### src/rtl/rpw_pkg.sv
// Shared types, constants and helper functions of the rotated palette pixel writer.
`default_nettype none

package rpw_pkg;

  localparam int PALETTE_DEPTH = 256;
  localparam int COORD_BITS    = 12;
  localparam int PAL_AW        = (PALETTE_DEPTH > 1) ? $clog2(PALETTE_DEPTH) : 1;
  localparam int POS_W         = 12;
  localparam int IDX_W         = 8;
  localparam int COORD_USE     = (COORD_BITS < POS_W) ? COORD_BITS : POS_W;
  localparam int PADDR_W       = 5;

  localparam logic KIND_PALETTE = 1'b0;
  localparam logic KIND_DRAW    = 1'b1;

  typedef enum logic [2:0] {
    REG_ROTATION     = 3'd0,
    REG_LOG_WIDTH    = 3'd1,
    REG_LOG_HEIGHT   = 3'd2,
    REG_BPP          = 3'd3,
    REG_ROW_STRIDE   = 3'd4,
    REG_RED_FORMAT   = 3'd5,
    REG_GREEN_FORMAT = 3'd6,
    REG_BLUE_FORMAT  = 3'd7
  } reg_idx_t;

  typedef enum logic [1:0] {
    ROT_0   = 2'd0,
    ROT_90  = 2'd1,
    ROT_180 = 2'd2,
    ROT_270 = 2'd3
  } rot_t;

  localparam logic [1:0]  RST_ROTATION     = 2'd0;
  localparam logic [12:0] RST_LOG_WIDTH    = 13'd320;
  localparam logic [12:0] RST_LOG_HEIGHT   = 13'd240;
  localparam logic [2:0]  RST_BPP          = 3'd2;
  localparam logic [14:0] RST_ROW_STRIDE   = 15'd640;
  localparam logic [8:0]  RST_RED_FORMAT   = 9'd181;
  localparam logic [8:0]  RST_GREEN_FORMAT = 9'd86;
  localparam logic [8:0]  RST_BLUE_FORMAT  = 9'd5;

  typedef struct packed {
    logic [1:0]  rotation;
    logic [12:0] logical_width;
    logic [12:0] logical_height;
    logic [2:0]  bytes_per_pixel;
    logic [14:0] row_stride;
    logic [8:0]  red_format;
    logic [8:0]  green_format;
    logic [8:0]  blue_format;
  } cfg_t;

  // Front-end decode of one item.
  typedef struct packed {
    logic        pal_we;
    logic [31:0] pal_wdata;
    logic        hit;
    logic [12:0] row;
    logic [12:0] col;
  } front_t;

  // Item held between the input register and the result register.
  typedef struct packed {
    logic        kind;
    logic        hit;
    logic [12:0] row;
    logic [12:0] col;
    logic        xor_mode;
    logic [31:0] wdata;
  } stage_t;

  function automatic logic [2:0] eff_bpp(input logic [2:0] bpp);
    logic [2:0] r;
    case (bpp)
      3'd2, 3'd3, 3'd4: r = bpp;
      default:          r = 3'd1;
    endcase
    return r;
  endfunction

  function automatic logic [31:0] byte_mask(input logic [2:0] bpp);
    logic [31:0] m;
    case (bpp)
      3'd2:    m = 32'h0000_ffff;
      3'd3:    m = 32'h00ff_ffff;
      3'd4:    m = 32'hffff_ffff;
      default: m = 32'h0000_00ff;
    endcase
    return m;
  endfunction

  // One color component: top len bits of the 8-bit value, placed at offset.
  function automatic logic [31:0] pack_component(input logic [7:0] comp,
                                                 input logic [8:0] fmt);
    logic [3:0] len;
    logic [4:0] off;
    logic [7:0] v;
    len = fmt[3:0];
    off = fmt[8:4];
    if (len > 4'd8) len = 4'd8;
    v = comp >> (4'd8 - len);
    if (len == 4'd0) v = 8'd0;
    return {24'd0, v} << off;
  endfunction

  // Sign-extend the low COORD_USE bits, result one bit wider than the field.
  function automatic logic [POS_W:0] coord_value(input logic [POS_W-1:0] raw);
    logic [POS_W-1:0] m;
    m = raw;
    for (int i = 0; i < POS_W; i++) begin
      if (i >= COORD_USE) m[i] = raw[COORD_USE-1];
    end
    return {m[POS_W-1], m};
  endfunction

endpackage

`default_nettype wire

### src/rtl/rpw_result.sv
// Result stage: byte offset multiply-add and palette word masking for draws; a palette write passes its word through.
`default_nettype none

module rpw_result (
  input  rpw_pkg::cfg_t   cfg,
  input  rpw_pkg::stage_t st,
  input  logic [31:0]     pal_word,
  output logic            access_valid,
  output logic [25:0]     byte_offset,
  output logic [31:0]     pixel_data,
  output logic [2:0]      byte_count,
  output logic            xor_access
);

  logic [2:0]  bpp;
  logic [27:0] row_bytes;
  logic [15:0] col_bytes;
  logic [27:0] sum;

  assign bpp       = rpw_pkg::eff_bpp(cfg.bytes_per_pixel);
  assign row_bytes = {15'd0, st.row} * {13'd0, cfg.row_stride};
  assign col_bytes = {3'd0, st.col} * {13'd0, bpp};
  assign sum       = row_bytes + {12'd0, col_bytes};

  always_comb begin
    access_valid = 1'b0;
    byte_offset  = 26'd0;
    pixel_data   = 32'd0;
    byte_count   = 3'd0;
    xor_access   = 1'b0;
    if (st.kind == rpw_pkg::KIND_PALETTE) begin
      pixel_data = st.wdata;
    end else if (st.hit) begin
      access_valid = 1'b1;
      byte_offset  = sum[25:0];
      pixel_data   = pal_word & rpw_pkg::byte_mask(bpp);
      byte_count   = bpp;
      xor_access   = st.xor_mode;
    end
  end

endmodule

`default_nettype wire

### config.mk
export PLATFORM = sky130hd
export DESIGN_NAME = rpw_result
export DESIGN_NICKNAME = d
export VERILOG_FILES = /design/src/rtl/rpw_pkg.sv /design/src/rtl/rpw_result.sv
export SDC_FILE = /design/constraint.sdc
export NUM_CORES = 1
export LEC_CHECK = 0
export BUFFER_PORTS_ARGS = -buffer_cell sky130_fd_sc_hd__clkbuf_2
export CAP_MARGIN = 20
export CORE_ASPECT_RATIO = 1.5
export CORE_UTILIZATION = 50
export DETAILED_ROUTE_END_ITERATION = 16
export PLACE_DENSITY = 0.83
export RECOVER_POWER = 100
export SYNTH_ARGS = -nofsm -noshare
export SYNTH_HDL_FRONTEND = slang
export SYNTH_SLANG_ARGS = --single-unit
### constraint.sdc
create_clock -name vclk -period 5.4
set_input_delay 0 -clock vclk [all_inputs]
set_output_delay 0 -clock vclk [all_outputs]
set_load 0.03 [all_outputs]
==> impl_results.md <==
- Final setup vio count: 7
- Setup WS pre-CTS: -0.239 ns
- Crit start category: input port
- Setup tns final: -0.397 ns
- Slowest cell on crit path: fa_1
- Crit-path cells: buf_8 -> nand2b_4 -> a21oi_4 -> buf_6 -> nor2b_2 -> fa_1 -> inv_2 -> fa_1 -> fa_1 -> fa_1 -> fa_1 -> inv_2 -> fa_1 -> ha_4 -> a21oi_2 -> o21ai_2 -> a21oi_2 -> o21ai_2 -> buf_4 -> o31ai_4 -> mux2i_2 -> clkbuf_8
- Smallest setup slack after layout: -0.0678 ns
- Failing checks: setup timing
- Max-slew violations: 0
- Drt initial violations: 386
- Critical Path RT: 5.40 ns
- Area of the die: 17300 sq um
- Count of nets after finishing: 1675
- Die Width: 108 um
- WL final: 24200 um
- Antenna violations before repair: 0
- Synth unique cells: 53
- Most used cell, CP: fa_1
- DR vias: 7847
- RSZ-0062 raised after global routing: yes
- Hold buffers post-CTS: 0
- Post-route DRC: 0
- Top sig layer: met4
- Critical path capture point type: output pin
- Core area: 16300 sq um
- Clock buf count: 0
- Sequential area share after synthesis: 0%
- Final HPWL DP: 20000 um
- Vias in the first global route: 8452
- Crit share post-route: 101%
- Post-synth top cells: inv_1 (247), fa_1 (179), nand2_1 (165)
- Worst hold stages: 4
- First-pass GRT wire length: 38100 um
- Crit Path Class: in -> out
- Status: finished with violations
- Worst hold path class: in -> out
- Met3 wire len: 1400 um
- PortBufs: 174
- Vias/cell: 5.43
- FMAX: 183 MHz
- Largest net degree at the start of global routing: 38
- WP data arrival: 5.47 ns
- Mapped cell area: 8370 sq um
- GRT Overall Usage: 28.0%
- CP max FO: 7
- Share of layout cells above drive strength 1: 25.9%
- Slew margin rel.: 41.0%
- Num sequential: 0
- Placed cell count: 1436
- Max cap viols: 0
- GRT Residual Overflow: 0
- Avg Inst Size Synth: 8.11 sq um
- Area growth syn-to-layout: 23.8%
- Synth area leader: fa_1
- CP peak stage delay: 0.58 ns
- Ant diodes: 0
- WHS Endpoint: pixel_data[0]
- Row count: 57
- Mapped Cells: 1032
- Routed length on met1: 7930 um
- Final Non-Filler Cells: 1445
- Hold Crit Start: st[0]
- Wire per inst: 16.8 um
- Ys Warns: 0
- Slew @ Worst Pin: 0.879 ns
- Final core utilization: 63.7%
- Final min period: 5.47 ns
- Top cells by area, synth: fa_1 (43%), ha_1 (13%), inv_1 (11%)
- Chip height: 160 um
- DR pass1 iterations: 5
- # IOs: 229
- Syn nets: 1466
- Register area: 0 sq um
- Starting Density: 51.5%
- RePlAce Congestion: 0.904
- WL met2: 13000 um
- Post-route ant nets: 0
- Area share of the largest cell type after synthesis: 42.8%
- Final hold vios: 0
- Count leader, synth: inv_1
## area by class of cell
class / instances / area, sq um
well taps: 206 / 258
fillers: 1314 / 5900
inverters: 247 / 927
repair buffers: 249 / 1550
multi-input cells: 743 / 7620
## critical path: cells and delay by family
family	cells	cell delay, ns
fa+ha+maj	7	3.39
compound gates	6	0.93
simple gates	2	0.19
buf+inv	6	0.68
mux	1	0.26
## cell usage in the layout (no fill, tap or decap), drive strengths merged, types with 2 or more instances in the layout
| master | Yosys | final |
|---|---|---|
| nor2b | 16 | 16 |
| a21boi | 3 | 3 |
| fa | 179 | 179 |
| a211o | 2 | 2 |
| nor3b | 3 | 3 |
| a31oi | 4 | 4 |
| and2 | 105 | 105 |
| a211oi | 3 | 3 |
| nand4 | 4 | 4 |
| o31ai | 3 | 3 |
| o21a | 4 | 4 |
| nor2 | 22 | 22 |
| o211ai | 5 | 5 |
| and4 | 2 | 2 |
| o21ai | 45 | 45 |
| nand3 | 4 | 4 |
| buf | 4 | 89 |
| a21oi | 26 | 26 |
| ha | 89 | 89 |
| clkbuf | 38 | 160 |
| mux2i | 3 | 3 |
| and3 | 6 | 6 |
| nor3 | 4 | 4 |
| o21bai | 2 | 2 |
| a21o | 4 | 4 |
| inv | 247 | 247 |
| nand2 | 166 | 166 |
| nand2b | 7 | 7 |
| xor2 | 8 | 8 |
| o2111ai | 2 | 2 |
| xnor2 | 11 | 11 |
## worst max path at each step
stage,from,to,slack [ns],depth (start not counted)
after CTS,cfg[43],byte_offset[25],-0.02,22
final,cfg[44],byte_offset[23],-0.07,22
after floorplan,cfg[44],byte_offset[24],0.005,19
after detailed placement,cfg[44],byte_offset[23],-0.24,22
after global routing,cfg[44],byte_offset[21],-0.25,24
after global placement,cfg[44],byte_offset[23],-0.19,22
## repair_timing
| action | 4_1_cts | 5_1_grt |
|---|---|---|
| resized for setup | 23 | 110 |
| setup endpoints to repair | 10 | 14 |
| setup buffers | 1 | 9 |
| pin swaps | 4 | 34 |
## cells by family after synthesis
family	Yosys count	synth area share (%)
and+or+nand+nor	342	20.1
buffers and inverters	289	13.1
adders and majority gates	268	56.1
AOI/OAI and AO/OA	111	8.38
xor gates and xnor gates	19	1.99
muxes	3	0.359
## layer usage
layer,up-vias,GRT usage (%)
met5,-,0
met4,0,15.1
met3,145,2.39
met2,377,54.2
met1,3820,28.7
li1,3505,-
## metrics by stage
step | cell area (sq um) | hold WS, ns
6_report | 10400 | 0.344
5_1_grt | 10400 | 0.366
4_1_cts | 9950 | 0.347
3_5_place_dp | 9840 | 0.347
3_3_place_gp | 9840 | 0.341
2_1_floorplan | 8390 | 0.181
Power is not shown: default switching activity piles up to over one toggle a cycle in this logic, so the estimate is an artifact.
