==> config.mk <==
export PLATFORM = sky130hd
export DESIGN_NAME = rpw_front
export DESIGN_NICKNAME = d
export VERILOG_FILES = /design/src/rtl/rpw_pkg.sv /design/src/rtl/rpw_front.sv
export SDC_FILE = /design/constraint.sdc
export NUM_CORES = 1
export LEC_CHECK = 0
export CORE_UTILIZATION = 30
export DETAILED_ROUTE_END_ITERATION = 16
export DONT_BUFFER_PORTS = 1
export GPL_TIMING_DRIVEN = 1
export SYNTH_ARGS = -nofsm -noshare
export SYNTH_HDL_FRONTEND = slang
export SYNTH_SLANG_ARGS = --single-unit
==> constraint.sdc <==
create_clock -name vclk -period 3.6
set_clock_uncertainty 0.2 [all_clocks]
set_input_delay 0.36 -clock vclk [all_inputs]
set_output_delay 0.36 -clock vclk [all_outputs]
set_load 0.05 [all_outputs]
==> src/rtl/rpw_pkg.sv <==
// Shared types, constants and helper functions of the rotated palette pixel writer.
`default_nettype none

package rpw_pkg;

  localparam int PALETTE_DEPTH = 256;
  localparam int COORD_BITS    = 12;
  localparam int PAL_AW        = (PALETTE_DEPTH > 1) ? $clog2(PALETTE_DEPTH) : 1;
  localparam int POS_W         = 12;
  localparam int IDX_W         = 8;
  localparam int COORD_USE     = (COORD_BITS < POS_W) ? COORD_BITS : POS_W;
  localparam int PADDR_W       = 5;

  localparam logic KIND_PALETTE = 1'b0;
  localparam logic KIND_DRAW    = 1'b1;

  typedef enum logic [2:0] {
    REG_ROTATION     = 3'd0,
    REG_LOG_WIDTH    = 3'd1,
    REG_LOG_HEIGHT   = 3'd2,
    REG_BPP          = 3'd3,
    REG_ROW_STRIDE   = 3'd4,
    REG_RED_FORMAT   = 3'd5,
    REG_GREEN_FORMAT = 3'd6,
    REG_BLUE_FORMAT  = 3'd7
  } reg_idx_t;

  typedef enum logic [1:0] {
    ROT_0   = 2'd0,
    ROT_90  = 2'd1,
    ROT_180 = 2'd2,
    ROT_270 = 2'd3
  } rot_t;

  localparam logic [1:0]  RST_ROTATION     = 2'd0;
  localparam logic [12:0] RST_LOG_WIDTH    = 13'd320;
  localparam logic [12:0] RST_LOG_HEIGHT   = 13'd240;
  localparam logic [2:0]  RST_BPP          = 3'd2;
  localparam logic [14:0] RST_ROW_STRIDE   = 15'd640;
  localparam logic [8:0]  RST_RED_FORMAT   = 9'd181;
  localparam logic [8:0]  RST_GREEN_FORMAT = 9'd86;
  localparam logic [8:0]  RST_BLUE_FORMAT  = 9'd5;

  typedef struct packed {
    logic [1:0]  rotation;
    logic [12:0] logical_width;
    logic [12:0] logical_height;
    logic [2:0]  bytes_per_pixel;
    logic [14:0] row_stride;
    logic [8:0]  red_format;
    logic [8:0]  green_format;
    logic [8:0]  blue_format;
  } cfg_t;

  // Front-end decode of one item.
  typedef struct packed {
    logic        pal_we;
    logic [31:0] pal_wdata;
    logic        hit;
    logic [12:0] row;
    logic [12:0] col;
  } front_t;

  // Item held between the input register and the result register.
  typedef struct packed {
    logic        kind;
    logic        hit;
    logic [12:0] row;
    logic [12:0] col;
    logic        xor_mode;
    logic [31:0] wdata;
  } stage_t;

  function automatic logic [2:0] eff_bpp(input logic [2:0] bpp);
    logic [2:0] r;
    case (bpp)
      3'd2, 3'd3, 3'd4: r = bpp;
      default:          r = 3'd1;
    endcase
    return r;
  endfunction

  function automatic logic [31:0] byte_mask(input logic [2:0] bpp);
    logic [31:0] m;
    case (bpp)
      3'd2:    m = 32'h0000_ffff;
      3'd3:    m = 32'h00ff_ffff;
      3'd4:    m = 32'hffff_ffff;
      default: m = 32'h0000_00ff;
    endcase
    return m;
  endfunction

  // One color component: top len bits of the 8-bit value, placed at offset.
  function automatic logic [31:0] pack_component(input logic [7:0] comp,
                                                 input logic [8:0] fmt);
    logic [3:0] len;
    logic [4:0] off;
    logic [7:0] v;
    len = fmt[3:0];
    off = fmt[8:4];
    if (len > 4'd8) len = 4'd8;
    v = comp >> (4'd8 - len);
    if (len == 4'd0) v = 8'd0;
    return {24'd0, v} << off;
  endfunction

  // Sign-extend the low COORD_USE bits, result one bit wider than the field.
  function automatic logic [POS_W:0] coord_value(input logic [POS_W-1:0] raw);
    logic [POS_W-1:0] m;
    m = raw;
    for (int i = 0; i < POS_W; i++) begin
      if (i >= COORD_USE) m[i] = raw[COORD_USE-1];
    end
    return {m[POS_W-1], m};
  endfunction

endpackage

`default_nettype wire

==> src/rtl/rpw_front.sv <==
// Input decode: color packing, clipping and rotation into physical row and column.
`default_nettype none

module rpw_front (
  input  rpw_pkg::cfg_t                cfg,
  input  logic                         kind,
  input  logic [rpw_pkg::POS_W-1:0]    pos_x,
  input  logic [rpw_pkg::POS_W-1:0]    pos_y,
  input  logic [rpw_pkg::IDX_W-1:0]    color_index,
  input  logic [23:0]                  rgb_value,
  output rpw_pkg::front_t              fr
);

  logic [rpw_pkg::POS_W:0] x;
  logic [rpw_pkg::POS_W:0] y;
  logic [12:0]             ux;
  logic [12:0]             uy;
  logic                    x_ok;
  logic                    y_ok;
  logic                    idx_ok;
  logic [12:0]             w_rev;
  logic [12:0]             h_rev;
  logic [31:0]             packed_word;

  assign x  = rpw_pkg::coord_value(pos_x);
  assign y  = rpw_pkg::coord_value(pos_y);
  assign ux = 13'(x[rpw_pkg::POS_W-1:0]);
  assign uy = 13'(y[rpw_pkg::POS_W-1:0]);

  assign x_ok   = !x[rpw_pkg::POS_W] && (ux < cfg.logical_width);
  assign y_ok   = !y[rpw_pkg::POS_W] && (uy < cfg.logical_height);
  assign idx_ok = ({1'b0, color_index} < 9'(rpw_pkg::PALETTE_DEPTH));

  assign w_rev = cfg.logical_width - ux - 13'd1;
  assign h_rev = cfg.logical_height - uy - 13'd1;

  always_comb begin
    if (rpw_pkg::eff_bpp(cfg.bytes_per_pixel) == 3'd1) begin
      packed_word = {24'd0, color_index};
    end else begin
      packed_word = rpw_pkg::pack_component(rgb_value[23:16], cfg.red_format)
                  | rpw_pkg::pack_component(rgb_value[15:8],  cfg.green_format)
                  | rpw_pkg::pack_component(rgb_value[7:0],   cfg.blue_format);
    end
  end

  always_comb begin
    fr.pal_we    = (kind == rpw_pkg::KIND_PALETTE) && idx_ok;
    fr.pal_wdata = idx_ok ? packed_word : 32'd0;
    fr.hit       = (kind == rpw_pkg::KIND_DRAW) && x_ok && y_ok && idx_ok;
    case (rpw_pkg::rot_t'(cfg.rotation))
      rpw_pkg::ROT_90: begin
        fr.row = ux;
        fr.col = h_rev;
      end
      rpw_pkg::ROT_180: begin
        fr.row = h_rev;
        fr.col = w_rev;
      end
      rpw_pkg::ROT_270: begin
        fr.row = w_rev;
        fr.col = uy;
      end
      default: begin
        fr.row = uy;
        fr.col = ux;
      end
    endcase
  end

endmodule

`default_nettype wire

==> results of run 1 <==
-- logic make-up after synthesis --
family                   synth area share
XOR/XNOR                          0.03442
buffers and inverters             0.09320
multiplexers                       0.1338
AO/OA/AOI/OAI                      0.3529
AND/OR/NAND/NOR                    0.2805
adder cells (fa/ha/maj)            0.1052
-- final timing paths --
check	from	endpoint	cells past startpoint	slack [ns]
min	kind	fr[59]	1	0.70
max	pos_y[0]	fr[23]	11	0.21
-- Yosys cell counts (all sizes together) (12+ instances only) --
master  number
buf         20
nand2b      24
xnor2       17
a211oi      16
ha          46
o21ai       30
nor2        72
a22oi       13
a31oi       17
clkbuf      40
mux4        25
mux2i       13
o21bai      14
nand3       34
o211ai      15
a21oi       77
nor3        37
a21o        12
inv         72
nand2       76
nor2b       22
-- routing by layer --
layer  vias to the layer above  part of all wire  global-route usage
met5                         -                 0                   0
met4                         0             0.021             0.03396
met3                        36              0.10             0.04252
met2                       317              0.47              0.3199
met1                      3047              0.41              0.2225
li1                       3224                 -                   -
-- per-stage QoR --
stage / std cells / utilization / power, W / instance area (µm²) / hold slack [ns]
2_1_floorplan: 871 / - / 0.001002 / 5858 / 0.6965
6_report: 1108 / 0.3295 / 0.001156 / 6226 / 0.6983
4_1_cts: 1108 / 0.3291 / 0.001148 / 6218 / 0.6986
5_1_grt: 1108 / 0.3295 / 0.001241 / 6226 / 0.6997
3_5_place_dp: 1108 / 0.3291 / 0.001140 / 6218 / 0.6984
3_3_place_gp: 1108 / 0.3291 / 0.001139 / 6218 / 0.6993
-- power groups by stage --
stage | combinational (W) | sequential [W] | clock (W)
2_1_floorplan | 0.00100 | 0 | 0
3_3_place_gp | 0.00114 | 0 | 0
3_5_place_dp | 0.00114 | 0 | 0
4_1_cts | 0.00115 | 0 | 0
5_1_grt | 0.00124 | 0 | 0
6_report | 0.00116 | 0 | 0
-- area by class of cell --
cell class                      instances  area, µm²
Multi-Input combinational cell        735       5338
Timing Repair Buffer                   37      277.8
Tap cell                              260      325.3
Fill cell                            2087      12670
Inverter                               76      285.3
-- repair_timing --
action | in CTS | in global routing
resized for setup | 0 | 1
hold buffers | 0 | 0
endpoints found under the setup margin | 0 | 2
==> results.cfg, run 1 <==
[setup_path]
worstSetupStartpointType = input port
cp_top_family = adder cells
slowest_delay_ns = 0.62
path_cells = inv_1 -> ha_1 -> inv_1 -> fa_1 -> nor2b_1 -> o2111ai_1 -> nand3_1 -> nor4_1 -> o41a_1 -> xnor2_1 -> mux4_2
end_kind = output pin
crit_fanout = 4
cp_data_required_time_ns = 3.04
worst-setup-path-type = in2out
critPathArrivalTime_ns = 2.83
cp_common_cell = inv_1
cp.buffers_inverters = 2
crit_path_top_delay_cell = mux4_2

[global_route]
gr-total-overflow = 0
antenna_found_initial = 0
grt_max_degree = 30
grt_pass1_wl_um = 30480
grt_usage = 0.1807
grt_pass1_vias = 6286

[outcome]
outcome = finished, final reports clean

[cells_and_area]
seq_cell_count = 0
areaGrowthSynthToFinish_pct = 6.370
drive_gt1_frac = 0.1120
final_nets = 1028
n_antenna_cell = 0
final_cell_mix = nand2_1 (76), a21oi_1 (74), nor2_1 (72), inv_1 (72), ha_1 (46)
seq_area_um2 = 0
final_common_cell = nand2_1
clockBufferCount = 0

[sta]
finalSetupViolCount = 0
maxSlewViolCount = 0
finalHoldViolations = 0
setup_tns_ns = 0
rsz0062_at_grt = no
worst_slew_pin_slew_ns = 0.6802
fin_crit_ns = 3.392
max_freq_ghz = 0.2948
final.setup.worst_slack_ns = 0.2077
finalCritPeriodShare = 0.9423
slew_headroom = 0.5427

[pwr]
p_clk_frac = 0
power.density_nw_per_um2 = 185.7
p_int_w = 0.0004082
p_comb_frac = 1.000
power.leakage_nw = 2.450
netSwitchingFraction = 0.6469
seqPwrFrac = 0
switching_power_w = 0.0007480
worst_ir_drop_vdd_v = 0.0001293

[yosys]
synth.distinct_cells = 80
synth_area_um2 = 5853
synth.net_count = 1049
ys_seq_area_frac = 0
synth_top_area_share = 0.09833
ys_warn_count = 0
postSynthCellCount = 871
synth_area_leaders = ha_1 (9.8%), mux4_2 (9.6%), a21oi_1 (6.3%), nand2_1 (4.9%), inv_1 (4.6%)
syn_avg_cell_area_um2 = 6.720
yosysTopAreaCell = ha_1

[clocking]
postCtsSetupBuffers = 0

[die]
core_um2 = 18890
die_y_um = 141.7
initial_core_util = 0.3098
placementRows = 50
die_area_um2 = 20070
io_pins = 190
die_width_um = 141.7

[placement]
port-buffer-count = 0
gp_congestion = 0.9778
dp_slack_ns = 0.1802
place_hpwl_um = 15330

[routing]
drc_errors = 0
vias_per_cell = 5.978
routed_wl_um = 18900
vias = 6624
drt_first_pass_iters = 5
wl_per_cell_um = 17.06
ant_nets = 0
drt_iter0_drc = 367

[flow_run]
maxCapViolations = 0

[min_path]
hp-class = in2out
Note: power is estimated with default switching activity, not from simulation.
==> run 2: changes to the inputs <==
Settings changed: CORE_MARGIN set to 5.
==> run 2 against run 1 <==
Core utilization fell by 0.68 points. Flip-flop and latch count unchanged. Sequential share of layout area is the same. Highest routed layer unchanged. Fmax decreased by 0.46%. Largest cell class unchanged. Power rose by 0.94%. Hold slack improved by 0.00081 ns. Design area rose by 0.22%.
==> results.cfg, run 2 (synthesis gave the netlist of run 1 again) <==
[outcome]
outcome = finished, final reports clean

[min_path]
hp-start = kind
min_to = fr[59]
hp-class = in2out
hold_depth = 1

[cells_and_area]
final_nets = 1030
n_antenna_cell = 0
final_cell_mix = nand2_1 (76), a21oi_1 (74), nor2_1 (72), inv_1 (72), ha_1 (46)
fin_area_um2 = 6240
seq_cell_count = 0
drive_gt1_frac = 0.1129
areaGrowthSynthToFinish_pct = 6.605
clockBufferCount = 0
fillers = 2133
final_common_cell = nand2_1
instances_no_fill = 1115
seq_area_um2 = 0

[die]
core_um2 = 19330
io_pins = 190
die_width_um = 149.7
initial_core_util = 0.3027
die_area_um2 = 22400
placementRows = 51
die_y_um = 149.7

[setup_path]
end_kind = output pin
worst-setup-path-type = in2out
crit_fanout = 4
worstSetupStartpointType = input port
critPathArrivalTime_ns = 2.85
cp_data_required_time_ns = 3.04

[global_route]
grt_pass1_vias = 6154
grt_usage = 0.1682
grt_pass1_wl_um = 31640
gr-total-overflow = 0
grt_max_degree = 30
antenna_found_initial = 0

[sta]
rsz0062_at_grt = no
slew_headroom = 0.5082
finalSetupViolCount = 0
maxSlewViolCount = 0
finalCritPeriodShare = 0.9467
finalHoldViolations = 0
setup_tns_ns = 0
max_freq_ghz = 0.2934
fin_crit_ns = 3.408
worst_slew_pin_slew_ns = 0.7314

[routing]
ant_nets = 0
vias = 6686
routed_wl_um = 20460
wl_per_cell_um = 18.35
vias_per_cell = 5.996
drt_iter0_drc = 558
drc_errors = 0
drt_first_pass_iters = 6

[clocking]
post_cts_resized = 0
postCtsSetupBuffers = 0
cts_hold_buf = 0

[pwr]
p_comb_frac = 1.000
switching_power_w = 0.0007564
seqPwrFrac = 0
netSwitchingFraction = 0.6481
power.density_nw_per_um2 = 187.0
p_clk_frac = 0
power.leakage_nw = 2.455
worst_ir_drop_vdd_v = 0.0001218
p_int_w = 0.0004107

[placement]
dpl.cell_count = 1115
gp_congestion = 0.9978
place_hpwl_um = 16570
port-buffer-count = 0
placed_area_um2 = 6240

[flow_run]
maxCapViolations = 0
-- run 2: cell count changes in the layout (fill, tap and decap cells not counted), sizes merged --
cell | previous run | this run
buf | 37 | 39
-- run 2: worst max-delay path: stages --
cell and delay [ns]:
inv_1 0.04, ha_1 0.22, inv_1 0.07, fa_1 0.42, nor2b_1 0.17, o2111ai_1 0.13, nand3_1 0.13, nor4_1 0.07
o41a_1 0.46, xnor2_1 0.15, mux4_2 0.62
-- run 2: power groups by stage --
stage	Sequential [W]	Clock (W)	Combinational, W
4_1_cts	0	0	0.00116
2_1_floorplan	0	0	0.00100
5_1_grt	0	0	0.00125
3_3_place_gp	0	0	0.00115
6_report	0	0	0.00117
3_5_place_dp	0	0	0.00115
-- run 2: area by class of cell --
cell class	instances	area, µm²	share of cell area
multi-input cells	735	5330	0.8542
well taps	265	331.6	0.05314
repair buffers	39	292.8	0.04692
inverters	76	285.3	0.04572
-- run 2: worst max path at each step --
| stage | end | slack (ns) | start | cells after the start |
|---|---|---|---|---|
| floorplan | fr[58] | 0.06 | cfg[18] | 10 |
| global placement | fr[23] | 0.21 | pos_y[0] | 11 |
| detailed placement | fr[23] | 0.17 | pos_y[0] | 11 |
| CTS | fr[23] | 0.18 | pos_y[0] | 11 |
| global route | fr[12] | 0.01 | pos_y[0] | 13 |
| finish | fr[23] | 0.19 | pos_y[0] | 11 |
-- run 2: layer usage --
layer  vias to the layer above  track usage  wire [µm]
li1                       3212            -          -
met1                      3154       0.2161       8209
met2                       310       0.2971       9912
met3                        10      0.04391       2217
met4                         0      0.01006        123
met5                         -            0          0
-- run 2: through the flow --
stage               power, W    util  hold slack [ns]  setup slack [ns]
CTS                 0.001162  0.3227           0.7008            0.1770
global placement    0.001149  0.3227           0.7022            0.2136
finish              0.001167  0.3227           0.6991            0.1919
global route        0.001250  0.3227           0.7065           0.01116
floorplan           0.001002       -           0.6965           0.06230
detailed placement  0.001153  0.3227           0.7008            0.1747
==> run 3: changes to the inputs <==
Settings changed: PLACE_DENSITY set to 0.48.
==> run 3 against run 2 <==
Design area up 0.24%. Global-route usage grew 0.26 points. Core utilization rose by 0.078 points. Setup slack better by 0.017 ns. Sequential share of layout area did not move. Hold slack gained 0.0015 ns. Highest routed layer unchanged.
==> results.cfg, run 3 (synthesis gave the netlist of run 1 again) <==
[die]
die_width_um = 149.7
initial_core_util = 0.3027
core_um2 = 19330
die_area_um2 = 22400
placementRows = 51
die_y_um = 149.7
io_pins = 190

[cells_and_area]
clockBufferCount = 0
instances_no_fill = 1117
multi_input_area_um2 = 5330
seq_area_um2 = 0
areaGrowthSynthToFinish_pct = 6.862
final_nets = 1032
final_cell_mix = nand2_1 (76), a21oi_1 (74), nor2_1 (72), inv_1 (72), ha_1 (46)
fillers = 2174
drive_gt1_frac = 0.1150
final_common_cell = nand2_1
seq_cell_count = 0
n_antenna_cell = 0

[routing]
vias = 6519
routed_wl_um = 20690
vias_per_cell = 5.836
ant_nets = 0
drt_iter0_drc = 376
wl_per_cell_um = 18.52
drc_errors = 0
drt_first_pass_iters = 6

[placement]
port-buffer-count = 0
dpl.cell_count = 1117
place_hpwl_um = 17070
gp_congestion = 0.9364

[sta]
maxSlewViolCount = 0
setup_tns_ns = 0
slew_headroom = 0.5047
max_freq_ghz = 0.2949
finalHoldViolations = 0
finalSetupViolCount = 0
fin_crit_ns = 3.391
worst_slew_pin_slew_ns = 0.7367
finalCritPeriodShare = 0.9419
rsz0062_at_grt = no

[setup_path]
crit_fanout = 4
worst-setup-path-type = in2out
worstSetupStartpointType = input port
critPathArrivalTime_ns = 2.83
end_kind = output pin
cp_data_required_time_ns = 3.04

[global_route]
antenna_found_initial = 0
grt_pass1_vias = 6124
gr-total-overflow = 0
grt_max_degree = 30
grt_pass1_wl_um = 31800
grt_usage = 0.1707

[clocking]
post_cts_resized = 0
postCtsSetupBuffers = 0
cts_hold_buf = 0

[outcome]
outcome = finished, final reports clean

[flow_run]
maxCapViolations = 0

[pwr]
worst_ir_drop_vdd_v = 0.0001302
power.density_nw_per_um2 = 186.3
power.leakage_nw = 2.465

[min_path]
hp-class = in2out
hold_depth = 1
[run 3: worst paths after layout]
check,slack (ns),end,startpoint
worst max-delay path,0.21,fr[10],pos_y[0]
worst min-delay path,0.70,fr[59],kind
[run 3: final cells by class]
class                           count  share of cell area
Tap cell                          265             0.05301
Inverter                           76             0.04561
Multi-Input combinational cell    735              0.8522
Timing Repair Buffer               41             0.04921
[run 3: power by group]
group	internal (W)	total (W)	switching, W
Sequential	0	0	0
Combinational	0.000413	0.00117	0.000753
Clock	0	0	0
Total	0.000413	0.00117	0.000753
[run 3: routing by layer]
metal	track usage	wire length [µm]
met5	0	0
met4	0.02059	273
met3	0.04240	1887
met2	0.2959	9881
met1	0.2212	8643
[run 3: per-stage QoR]
stage	area, µm²	util	total power, W	setup WS, ns	hold slack (ns)
2_1_floorplan	5858	-	0.001002	0.06230	0.6965
3_3_place_gp	6255	0.3235	0.001164	0.2030	0.7020
3_5_place_dp	6255	0.3235	0.001160	0.1936	0.7021
4_1_cts	6255	0.3235	0.001168	0.1913	0.7021
5_1_grt	6255	0.3235	0.001251	0.02020	0.7046
6_report	6255	0.3235	0.001165	0.2090	0.7006
[run 3: critical path, stage by stage]
cell       delay [ns]
inv_1            0.03
ha_1             0.22
inv_1            0.07
fa_1             0.41
nor2b_1          0.17
o2111ai_1        0.13
nand3_1          0.12
nor4_1           0.07
o41a_1           0.46
xnor2_1          0.16
mux4_2           0.62
