File: src/rtl/rpw_pkg.sv
// Shared types, constants and helper functions of the rotated palette pixel writer.
`default_nettype none

package rpw_pkg;

  localparam int PALETTE_DEPTH = 256;
  localparam int COORD_BITS    = 12;
  localparam int PAL_AW        = (PALETTE_DEPTH > 1) ? $clog2(PALETTE_DEPTH) : 1;
  localparam int POS_W         = 12;
  localparam int IDX_W         = 8;
  localparam int COORD_USE     = (COORD_BITS < POS_W) ? COORD_BITS : POS_W;
  localparam int PADDR_W       = 5;

  localparam logic KIND_PALETTE = 1'b0;
  localparam logic KIND_DRAW    = 1'b1;

  typedef enum logic [2:0] {
    REG_ROTATION     = 3'd0,
    REG_LOG_WIDTH    = 3'd1,
    REG_LOG_HEIGHT   = 3'd2,
    REG_BPP          = 3'd3,
    REG_ROW_STRIDE   = 3'd4,
    REG_RED_FORMAT   = 3'd5,
    REG_GREEN_FORMAT = 3'd6,
    REG_BLUE_FORMAT  = 3'd7
  } reg_idx_t;

  typedef enum logic [1:0] {
    ROT_0   = 2'd0,
    ROT_90  = 2'd1,
    ROT_180 = 2'd2,
    ROT_270 = 2'd3
  } rot_t;

  localparam logic [1:0]  RST_ROTATION     = 2'd0;
  localparam logic [12:0] RST_LOG_WIDTH    = 13'd320;
  localparam logic [12:0] RST_LOG_HEIGHT   = 13'd240;
  localparam logic [2:0]  RST_BPP          = 3'd2;
  localparam logic [14:0] RST_ROW_STRIDE   = 15'd640;
  localparam logic [8:0]  RST_RED_FORMAT   = 9'd181;
  localparam logic [8:0]  RST_GREEN_FORMAT = 9'd86;
  localparam logic [8:0]  RST_BLUE_FORMAT  = 9'd5;

  typedef struct packed {
    logic [1:0]  rotation;
    logic [12:0] logical_width;
    logic [12:0] logical_height;
    logic [2:0]  bytes_per_pixel;
    logic [14:0] row_stride;
    logic [8:0]  red_format;
    logic [8:0]  green_format;
    logic [8:0]  blue_format;
  } cfg_t;

  // Front-end decode of one item.
  typedef struct packed {
    logic        pal_we;
    logic [31:0] pal_wdata;
    logic        hit;
    logic [12:0] row;
    logic [12:0] col;
  } front_t;

  // Item held between the input register and the result register.
  typedef struct packed {
    logic        kind;
    logic        hit;
    logic [12:0] row;
    logic [12:0] col;
    logic        xor_mode;
    logic [31:0] wdata;
  } stage_t;

  function automatic logic [2:0] eff_bpp(input logic [2:0] bpp);
    logic [2:0] r;
    case (bpp)
      3'd2, 3'd3, 3'd4: r = bpp;
      default:          r = 3'd1;
    endcase
    return r;
  endfunction

  function automatic logic [31:0] byte_mask(input logic [2:0] bpp);
    logic [31:0] m;
    case (bpp)
      3'd2:    m = 32'h0000_ffff;
      3'd3:    m = 32'h00ff_ffff;
      3'd4:    m = 32'hffff_ffff;
      default: m = 32'h0000_00ff;
    endcase
    return m;
  endfunction

  // One color component: top len bits of the 8-bit value, placed at offset.
  function automatic logic [31:0] pack_component(input logic [7:0] comp,
                                                 input logic [8:0] fmt);
    logic [3:0] len;
    logic [4:0] off;
    logic [7:0] v;
    len = fmt[3:0];
    off = fmt[8:4];
    if (len > 4'd8) len = 4'd8;
    v = comp >> (4'd8 - len);
    if (len == 4'd0) v = 8'd0;
    return {24'd0, v} << off;
  endfunction

  // Sign-extend the low COORD_USE bits, result one bit wider than the field.
  function automatic logic [POS_W:0] coord_value(input logic [POS_W-1:0] raw);
    logic [POS_W-1:0] m;
    m = raw;
    for (int i = 0; i < POS_W; i++) begin
      if (i >= COORD_USE) m[i] = raw[COORD_USE-1];
    end
    return {m[POS_W-1], m};
  endfunction

endpackage

`default_nettype wire

File: src/rtl/rpw_cfg_regs.sv
// Configuration register file behind the APB-style port.
`default_nettype none

module rpw_cfg_regs (
  input  logic                       clk,
  input  logic                       rst,
  input  logic                       psel,
  input  logic                       penable,
  input  logic                       pwrite,
  input  logic [rpw_pkg::PADDR_W-1:0] paddr,
  input  logic [31:0]                pwdata,
  output logic [31:0]                prdata,
  output logic                       pready,
  output rpw_pkg::cfg_t              cfg
);

  logic             wr;
  rpw_pkg::reg_idx_t sel;

  assign pready = 1'b1;
  assign wr     = psel && penable && pwrite;
  assign sel    = rpw_pkg::reg_idx_t'(paddr[rpw_pkg::PADDR_W-1:2]);

  always_ff @(posedge clk) begin
    if (rst) begin
      cfg.rotation        <= rpw_pkg::RST_ROTATION;
      cfg.logical_width   <= rpw_pkg::RST_LOG_WIDTH;
      cfg.logical_height  <= rpw_pkg::RST_LOG_HEIGHT;
      cfg.bytes_per_pixel <= rpw_pkg::RST_BPP;
      cfg.row_stride      <= rpw_pkg::RST_ROW_STRIDE;
      cfg.red_format      <= rpw_pkg::RST_RED_FORMAT;
      cfg.green_format    <= rpw_pkg::RST_GREEN_FORMAT;
      cfg.blue_format     <= rpw_pkg::RST_BLUE_FORMAT;
    end else if (wr) begin
      case (sel)
        rpw_pkg::REG_ROTATION:     cfg.rotation        <= pwdata[1:0];
        rpw_pkg::REG_LOG_WIDTH:    cfg.logical_width   <= pwdata[12:0];
        rpw_pkg::REG_LOG_HEIGHT:   cfg.logical_height  <= pwdata[12:0];
        rpw_pkg::REG_BPP:          cfg.bytes_per_pixel <= pwdata[2:0];
        rpw_pkg::REG_ROW_STRIDE:   cfg.row_stride      <= pwdata[14:0];
        rpw_pkg::REG_RED_FORMAT:   cfg.red_format      <= pwdata[8:0];
        rpw_pkg::REG_GREEN_FORMAT: cfg.green_format    <= pwdata[8:0];
        rpw_pkg::REG_BLUE_FORMAT:  cfg.blue_format     <= pwdata[8:0];
        default: ;
      endcase
    end
  end

  always_comb begin
    case (sel)
      rpw_pkg::REG_ROTATION:     prdata = {30'd0, cfg.rotation};
      rpw_pkg::REG_LOG_WIDTH:    prdata = {19'd0, cfg.logical_width};
      rpw_pkg::REG_LOG_HEIGHT:   prdata = {19'd0, cfg.logical_height};
      rpw_pkg::REG_BPP:          prdata = {29'd0, cfg.bytes_per_pixel};
      rpw_pkg::REG_ROW_STRIDE:   prdata = {17'd0, cfg.row_stride};
      rpw_pkg::REG_RED_FORMAT:   prdata = {23'd0, cfg.red_format};
      rpw_pkg::REG_GREEN_FORMAT: prdata = {23'd0, cfg.green_format};
      rpw_pkg::REG_BLUE_FORMAT:  prdata = {23'd0, cfg.blue_format};
      default:                   prdata = 32'd0;
    endcase
  end

endmodule

`default_nettype wire

File: config.mk
export PLATFORM = sky130hd
export DESIGN_NAME = rpw_cfg_regs
export DESIGN_NICKNAME = d
export VERILOG_FILES = /design/src/rtl/rpw_pkg.sv /design/src/rtl/rpw_cfg_regs.sv
export SDC_FILE = /design/constraint.sdc
export NUM_CORES = 1
export LEC_CHECK = 0
export ABC_AREA = 1
export ABC_CLOCK_PERIOD_IN_PS = 1900
export BUFFER_PORTS_ARGS = -buffer_cell sky130_fd_sc_hd__clkbuf_2
export CAP_MARGIN = 20
export CORE_ASPECT_RATIO = 1.25
export CORE_MARGIN = 2
export CORE_UTILIZATION = 25
export DETAILED_ROUTE_END_ITERATION = 10
export PLACE_DENSITY = 0.49
export SKIP_CTS_REPAIR_TIMING = 1
export SYNTH_ARGS = -nofsm -noshare
export SYNTH_HDL_FRONTEND = slang
export SYNTH_SLANG_ARGS = --single-unit
File: constraint.sdc
create_clock -name clk -period 1.9 [get_ports clk]
set_input_delay 0.285 -clock clk [delete_from_list [all_inputs] [get_ports clk]]
set_output_delay 0.285 -clock clk [all_outputs]
set_load 0.01 [all_outputs]
==> results by group, run 1 <==
Run status
  • Status: completed

Worst hold path
  • Hold crit path type: in -> reg

Logic synthesis
  • Netlist cell types: 25
  • Post-synthesis cell count: 504
  • Mapped Area: 3440 um2
  • Cell accounting for the most synthesized area: dfxtp_1
  • Yosys reg bits: between 70 and 80
  • Register area share after synthesis: 42.5%
  • Share of the synthesized area in the top cell type: 42.5%
  • Syn Area/Cell: 6.82 um2
  • Top cells by area, synth: dfxtp_1, nor2_1, nand2_1
  • YS warnings: 0

Power and ir drop
  • Final Total Pwr: 3.69 mW
  • Peak supply drop: 367 uV
  • Switching Fraction: 24.4%
  • Sw power: around 900 uW
  • Flop pwr share: 42.4%
  • Combinational Power Share: 8.4%
  • Clock network power share: 49.2%
  • PD cells: 822 nW/um2
  • Internal power: 2.79 mW
  • Leak Pwr: 2.27 nW

Route
  • Vias: 3527
  • Post-route ant nets: 0
  • Final WL: 11900 um
  • Detailed-route vias per instance: 4.43
  • Post-route DRC: 0
  • Starting DRT DRC Count: approximately 170
  • WL/cell: approximately 15 um
  • Drt first pass iters: 4

Global routing
  • Number of global-route vias before repair: 3281
  • First-pass GRT wire length: 17900 um
  • Initial antenna violation count: 0
  • Gr usage total: 16.0%
  • Total gr overflow: 0
  • Pin count of the biggest net entering global routing: 74

Placement
  • Placed inst area: ~4200 um2
  • Port Buffers: 110
  • Placer Congestion: about 0.79
  • Dpl hpwl: 8630 um
  • Dpl cells: 779

Finish
  • Area Growth Syn to Fin: 30.6%
  • Multi-input combinational cell area: 1630 um2
  • Share of layout cells above drive strength 1: 26.0%
  • Most frequent cells in the layout: nor2_1, clkbuf_2, nand2_1, dfxtp_1, o21ai_0
  • Fill cell total of the finished layout: 1457
  • Layout Cells excl Fill: 797
  • Final Net Count: ~660
  • Number of flip-flops under the largest register name: 73
  • Regs by FF count: cfg x73
  • Commonest non-fill, non-tap cell in the layout: nor2_1
  • Final Cell Area: 4490 um2
  • Reg with most FFs: cfg
  • FF+latch area: between 1000 and 1500 um2
  • Diode count: 0

STA
  • Final setup viols: 0
  • Slew Limit Fails: 0
  • Period minus WS final: 1.75 ns
  • RSZ-0062 raised after global routing: false
  • Final setup TNS: 0 ns
  • Fmax: 0.573 GHz
  • Worst hold slack: about 0.18 ns
  • Fin. Hold Viols: 0
  • Final period util: approximately nine tenths
  • Rel. slew slack: 63.7%
  • Slew at the pin with the worst max-slew slack: 0.543 ns
  • Clk_skew: 0 ns

Worst setup path
  • Max Fanout on Critical Path: 8
  • WP data required: 1.62 ns
  • Startpoint types: input pin
  • CP Capture Type: primary output
  • Setup Crit Path Kind: in -> out
  • Crit path DAT: around 1.5 ns

Floorplanning
  • Die area: 14700 um2
  • Initial Util: 25.8%
  • # IOs: 148
  • Die Wd: 109 um
  • Core area: 13300 um2
  • # rows: 47
  • Die Y: 135 um

Clock tree
  • Bufs on Longest Clock Path: 2
  • Total clock sinks: 73
  • Max H-tree Level: 3
  • CTS tree: done
  • CTS Buf Count: 9
  • Worst-path clk slew: 0.06 ns
  • Clk root buf: clkbuf_16
  • Worst-Skew Late Latency: 0.33 ns

Run
  • Max cap viols: 0
[logic make-up after synthesis]
logic type / synth area share (%)
AOI/OAI and AO/OA: 10.3
buffers and inverters: 12.1
DFF: 42.5
other: 0.218
and+or+nand+nor: 35.0
[stage by stage]
step	util [%]	worst slack (ns)
final	33.6	0.154
after global routing	33.6	0.0242
after CTS	33.5	0.0707
after detailed placement	31.1	0.0719
after global placement	31.1	0.0915
after floorplan	-	0.446
[path summary, 6_finish.rpt]
path	from	end	slack [ns]	depth (start not counted)
setup / recovery	paddr[3]	prdata[7]	0.15	9
hold / removal	pwdata[14]	cfg[41]$_SDFFE_PP0P_	0.18	3
setup reg to reg	cfg[28]$_SDFFE_PP0P_	cfg[28]$_SDFFE_PP0P_	1.21	2
hold reg to reg	cfg[52]$_SDFFE_PP1P_	cfg[52]$_SDFFE_PP1P_	0.49	2
[layout make-up]
type / count / area share [%]
sequential: 73 / 32.5
tap: 171 / 4.76
inverter: 36 / 3.12
clock buffer: 10 / 5.10
clock inverter: 6 / 1.84
multi-input combinational: 368 / 36.2
timing repair inverter: 1 / 0.167
timing repair buffer: 132 / 16.2
[critical path: stages]
cell and delay, ns:
clkbuf_2 0.22, nor2_4 0.07, nand2_2 0.07, clkinv_1 0.27
nand2_1 0.15, nand2_1 0.05, nor2_1 0.14, nand2_1 0.07
clkbuf_2 0.13
[cells in the mapped netlist]
library cell	n
conb_1	2
o21ai_0	60
buf_2	4
nor2_1	123
clkinv_1	3
nand2_4	1
buf_6	2
inv_1	29
o21ai_1	2
nand3_1	29
clkbuf_1	11
nor2_2	1
nand2_2	1
nor2_4	4
clkinv_2	1
inv_2	3
o211ai_1	5
buf_4	26
nor3_1	4
dfxtp_1	73
nor2_8	1
nand3_2	1
a21oi_1	1
nand4_1	15
nand2_1	102
[per-layer routing]
layer | vias to the layer above | wire, um | GRT usage [%]
met5 | - | 0 | 0
met4 | 0 | 140 | 4.99
met3 | 9 | 733 | 3.90
met2 | 97 | 6010 | 27.3
met1 | 1616 | 5050 | 19.6
li1 | 1805 | - | -
[power by group through the flow]
stage	Sequential, mW	Clock, mW	Combinational, mW
5_1_grt	1.57	1.92	0.342
2_1_floorplan	1.61	0	0.184
4_1_cts	1.57	1.86	0.307
3_3_place_gp	1.60	0	0.303
6_report	1.57	1.82	0.310
3_5_place_dp	1.60	0	0.306
Note: power is estimated with default switching activity, not from simulation.
==> inputs of run 2 (changes only) <==
--- a/config.mk
+++ b/config.mk
@@ -5,7 +5,6 @@
 export SDC_FILE = /design/constraint.sdc
 export NUM_CORES = 1
 export LEC_CHECK = 0
-export ABC_AREA = 1
 export ABC_CLOCK_PERIOD_IN_PS = 1900
 export BUFFER_PORTS_ARGS = -buffer_cell sky130_fd_sc_hd__clkbuf_2
 export CAP_MARGIN = 20
==> results by group, run 2 <==
STA
  • Fin. Hold Viols: 0 (unchanged)
  • Period minus WS final: 1.83 ns (+0.0820 ns)
  • Final setup viols: 0 (unchanged)
  • Slew at the pin with the worst max-slew slack: 0.718 ns (+0.175 ns)
  • Slack of the critical path: 0.0717 ns (-0.0820 ns)
  • Final period util: 96.2% (+4.3 points)
  • Slew Limit Fails: 0 (unchanged)
  • Clk_skew: 0 ns (unchanged)
  • Fmax: 0.547 GHz (-4.5%)
  • Rel. slew slack: 52.2% (-12 points)
  • RSZ-0062 raised after global routing: true

Floorplanning
  • # IOs: 148 (unchanged)
  • # rows: 48 (+2.1%)
  • Initial Util: 25.5% (-0.31 points)
  • Die Y: 136 um (+0.65%)
  • Core area: 13700 um2 (+2.6%)
  • Die Wd: 110 um (+0.65%)
  • Die area: 14900 um2 (+1.3%)

Worst setup path
  • Crit path DAT: 1.54 ns (+0.08 ns)
  • Reg2reg start: cfg[64]$_SDFFE_PP1P_
  • Max Fanout on Critical Path: 8 (unchanged)
  • FF-to-FF path depth: 2 (unchanged)
  • WP data required: 1.62 ns (about the same)
  • CP Capture Type: primary output
  • Startpoint types: input pin
  • Setup Crit Path Kind: in -> out
  • Reg-to-reg critical path endpoint: cfg[64]$_SDFFE_PP1P_
  • Flop2flop setup slack: 1.09 ns (-0.12 ns)

Route
  • Drt first pass iters: 4 (unchanged)
  • Post-route DRC: 0 (unchanged)
  • Final WL: 12300 um (+2.9%)
  • Starting DRT DRC Count: 181 (+7.7%)
  • Detailed-route vias per instance: 4.77 (+7.8%)
  • Post-route ant nets: 0 (unchanged)
  • Vias: 3424 (-2.9%)
  • WL/cell: 17.1 um (+14%)

Worst hold path
  • WHS Endpoint: cfg[40]$_SDFFE_PP0P_
  • Hold Crit Start: pwdata[13]
  • Hold depth: 3 (unchanged)
  • Hold crit path type: in -> reg

Clock tree
  • Worst-path clk slew: 0.06 ns (about the same)
  • CTS Buf Count: 9 (unchanged)
  • Total clock sinks: 73 (unchanged)
  • Clk root buf: clkbuf_16
  • Worst-Skew Late Latency: 0.33 ns (about the same)
  • Bufs on Longest Clock Path: 2 (unchanged)
  • CTS tree: done
  • Max H-tree Level: 3 (unchanged)

Global routing
  • First-pass GRT wire length: 18500 um (+3.5%)
  • Total gr overflow: 0 (unchanged)
  • Gr usage total: 16.6% (+0.67 points)
  • Pin count of the biggest net entering global routing: 32 (-57%)
  • Initial antenna violation count: 0 (unchanged)
  • Number of global-route vias before repair: 3235 (-1.4%)

Finish
  • Fill cell total of the finished layout: 1455 (-0.14%)
  • Most frequent cells in the layout: clkbuf_2, nand2_1, dfxtp_1, a21oi_1, o21ai_0
  • Final Cell Area: 4600 um2 (+2.5%)
  • Share of layout cells above drive strength 1: 31.7% (+5.6 points)
  • Final Core Density: 33.6% (about the same)
  • Area Growth Syn to Fin: 32.1%
  • Reg with most FFs: cfg
  • Number of flip-flops under the largest register name: 73 (unchanged)
  • Layout Cells excl Fill: 718 (-9.9%)
  • FF+latch area: 1460 um2 (unchanged)
  • Final Net Count: 580 (-13%)
  • Multi-input combinational cell area: 1770 um2 (+8.5%)
  • Commonest non-fill, non-tap cell in the layout: clkbuf_2
  • Regs by FF count: cfg x73
  • Diode count: 0 (unchanged)

Logic synthesis
  • Share of the synthesized area in the top cell type: 41.9% (-0.56 points)
  • Most frequent cell after synthesis: nand2_1
  • Commonest cells in the netlist: nand2_1, dfxtp_1, a21oi_1, o21ai_0, nor2_1
  • Main synth FF type: dfxtp_1
  • Netlist cell types: 44 (+76%)
  • Post-synth EDFFs: 0 (unchanged)
  • Top cells by area, synth: dfxtp_1, nand2_1, a21oi_1
  • YS warnings: 0 (unchanged)
  • Syn Area/Cell: 8.20 um2 (+20%)
  • Asr flop ratio synth: 0% (unchanged)
  • Yosys reg bits: 73 (unchanged)
  • Register area share after synthesis: 41.9% (-0.56 points)
  • Mapped Area: 3490 um2 (+1.3%)
  • Post-synthesis cell count: 425 (-16%)
  • Cell accounting for the most synthesized area: dfxtp_1

Run
  • Max cap viols: 0 (unchanged)

Placement
  • Placed inst area: 4260 um2 (+2.5%)
  • Dpl cells: 702 (-9.9%)
  • Placer Congestion: 0.852 (+7.3%)
  • Port Buffers: 110 (unchanged)
  • Pre-CTS setup slack: 0.0111 ns (-0.0608 ns)
  • Dpl hpwl: 8930 um (+3.4%)

Power and ir drop
  • Peak supply drop: 333 uV (-9.4%)
  • Leak Pwr: 1.89 nW (-17%)
  • PD cells: 820 nW/um2 (-0.25%)

Run status
  • Status: completed
## run 2: cell types whose count changed in the layout (fill, tap and decap cells not counted), sizes merged, moves of 18 or more
cell    before  now
inv         31    1
nand3       30    1
nor2       129   30
o21ai       62   38
a21oi        1   46
nand3b       0   18
## run 2: cells by family after synthesis
family	Yosys count	share of synthesized area (%)
buffers and inverters	54	9.33
other	2	0.215
and+or+nand+nor	169	23.6
muxes	22	7.90
AOI/OAI and AO/OA	105	17.0
DFF	73	41.9
## run 2: area by class of cell
class	count	share of cell area, %
clock buffer	11	5.49
sequential	73	31.7
multi-input combinational	314	38.4
tap	175	4.76
inverter	2	0.163
timing repair buffer	138	17.8
clock inverter	5	1.69
## run 2: worst max path at each step
stage / from / end / slack (ns) / cells after the start
2_1_floorplan: paddr[2] / prdata[10] / 0.30 / 6
3_3_place_gp: paddr[2] / prdata[4] / 0.004 / 6
3_5_place_dp: paddr[4] / cfg[40]$_SDFFE_PP0P_ / 0.01 / 6
4_1_cts: paddr[4] / prdata[9] / 0.01 / 8
5_1_grt: paddr[4] / prdata[2] / -0.009 / 6
6_report: paddr[2] / prdata[4] / 0.07 / 6
## run 2: metrics by stage
step | setup TNS (ns) | hold slack, ns | power, mW
global placement | 0 | 0.452 | 1.94
CTS | 0 | 0.161 | 3.81
detailed placement | 0 | 0.465 | 1.94
global route | -0.0151 | 0.181 | 3.89
floorplan | 0 | 0.403 | 1.81
finish | 0 | 0.174 | 3.78
## run 2: layer usage
metal / up-vias / track usage, % / routed length [um]
met1: 1622 / 21.3 / 5370
met2: 132 / 27.3 / 5970
met5: - / 0 / 0
li1: 1650 / - / -
met4: 0 / 6.96 / 247
met3: 20 / 2.88 / 687
## run 2: critical path, stage by stage
cell and delay [ns]:
buf_2 0.22, buf_12 0.16, mux4_2 0.52, nor2_2 0.15, nor2_1 0.07, clkbuf_2 0.13
## run 2: power breakdown
part	total, mW	leakage [nW]	internal (mW)	switching (mW)
sequential	1.56	0.590	1.54	0.0116
clock	1.87	0.162	1.22	0.651
combinational	0.352	1.14	0.129	0.223
total	3.78	1.89	2.89	0.885
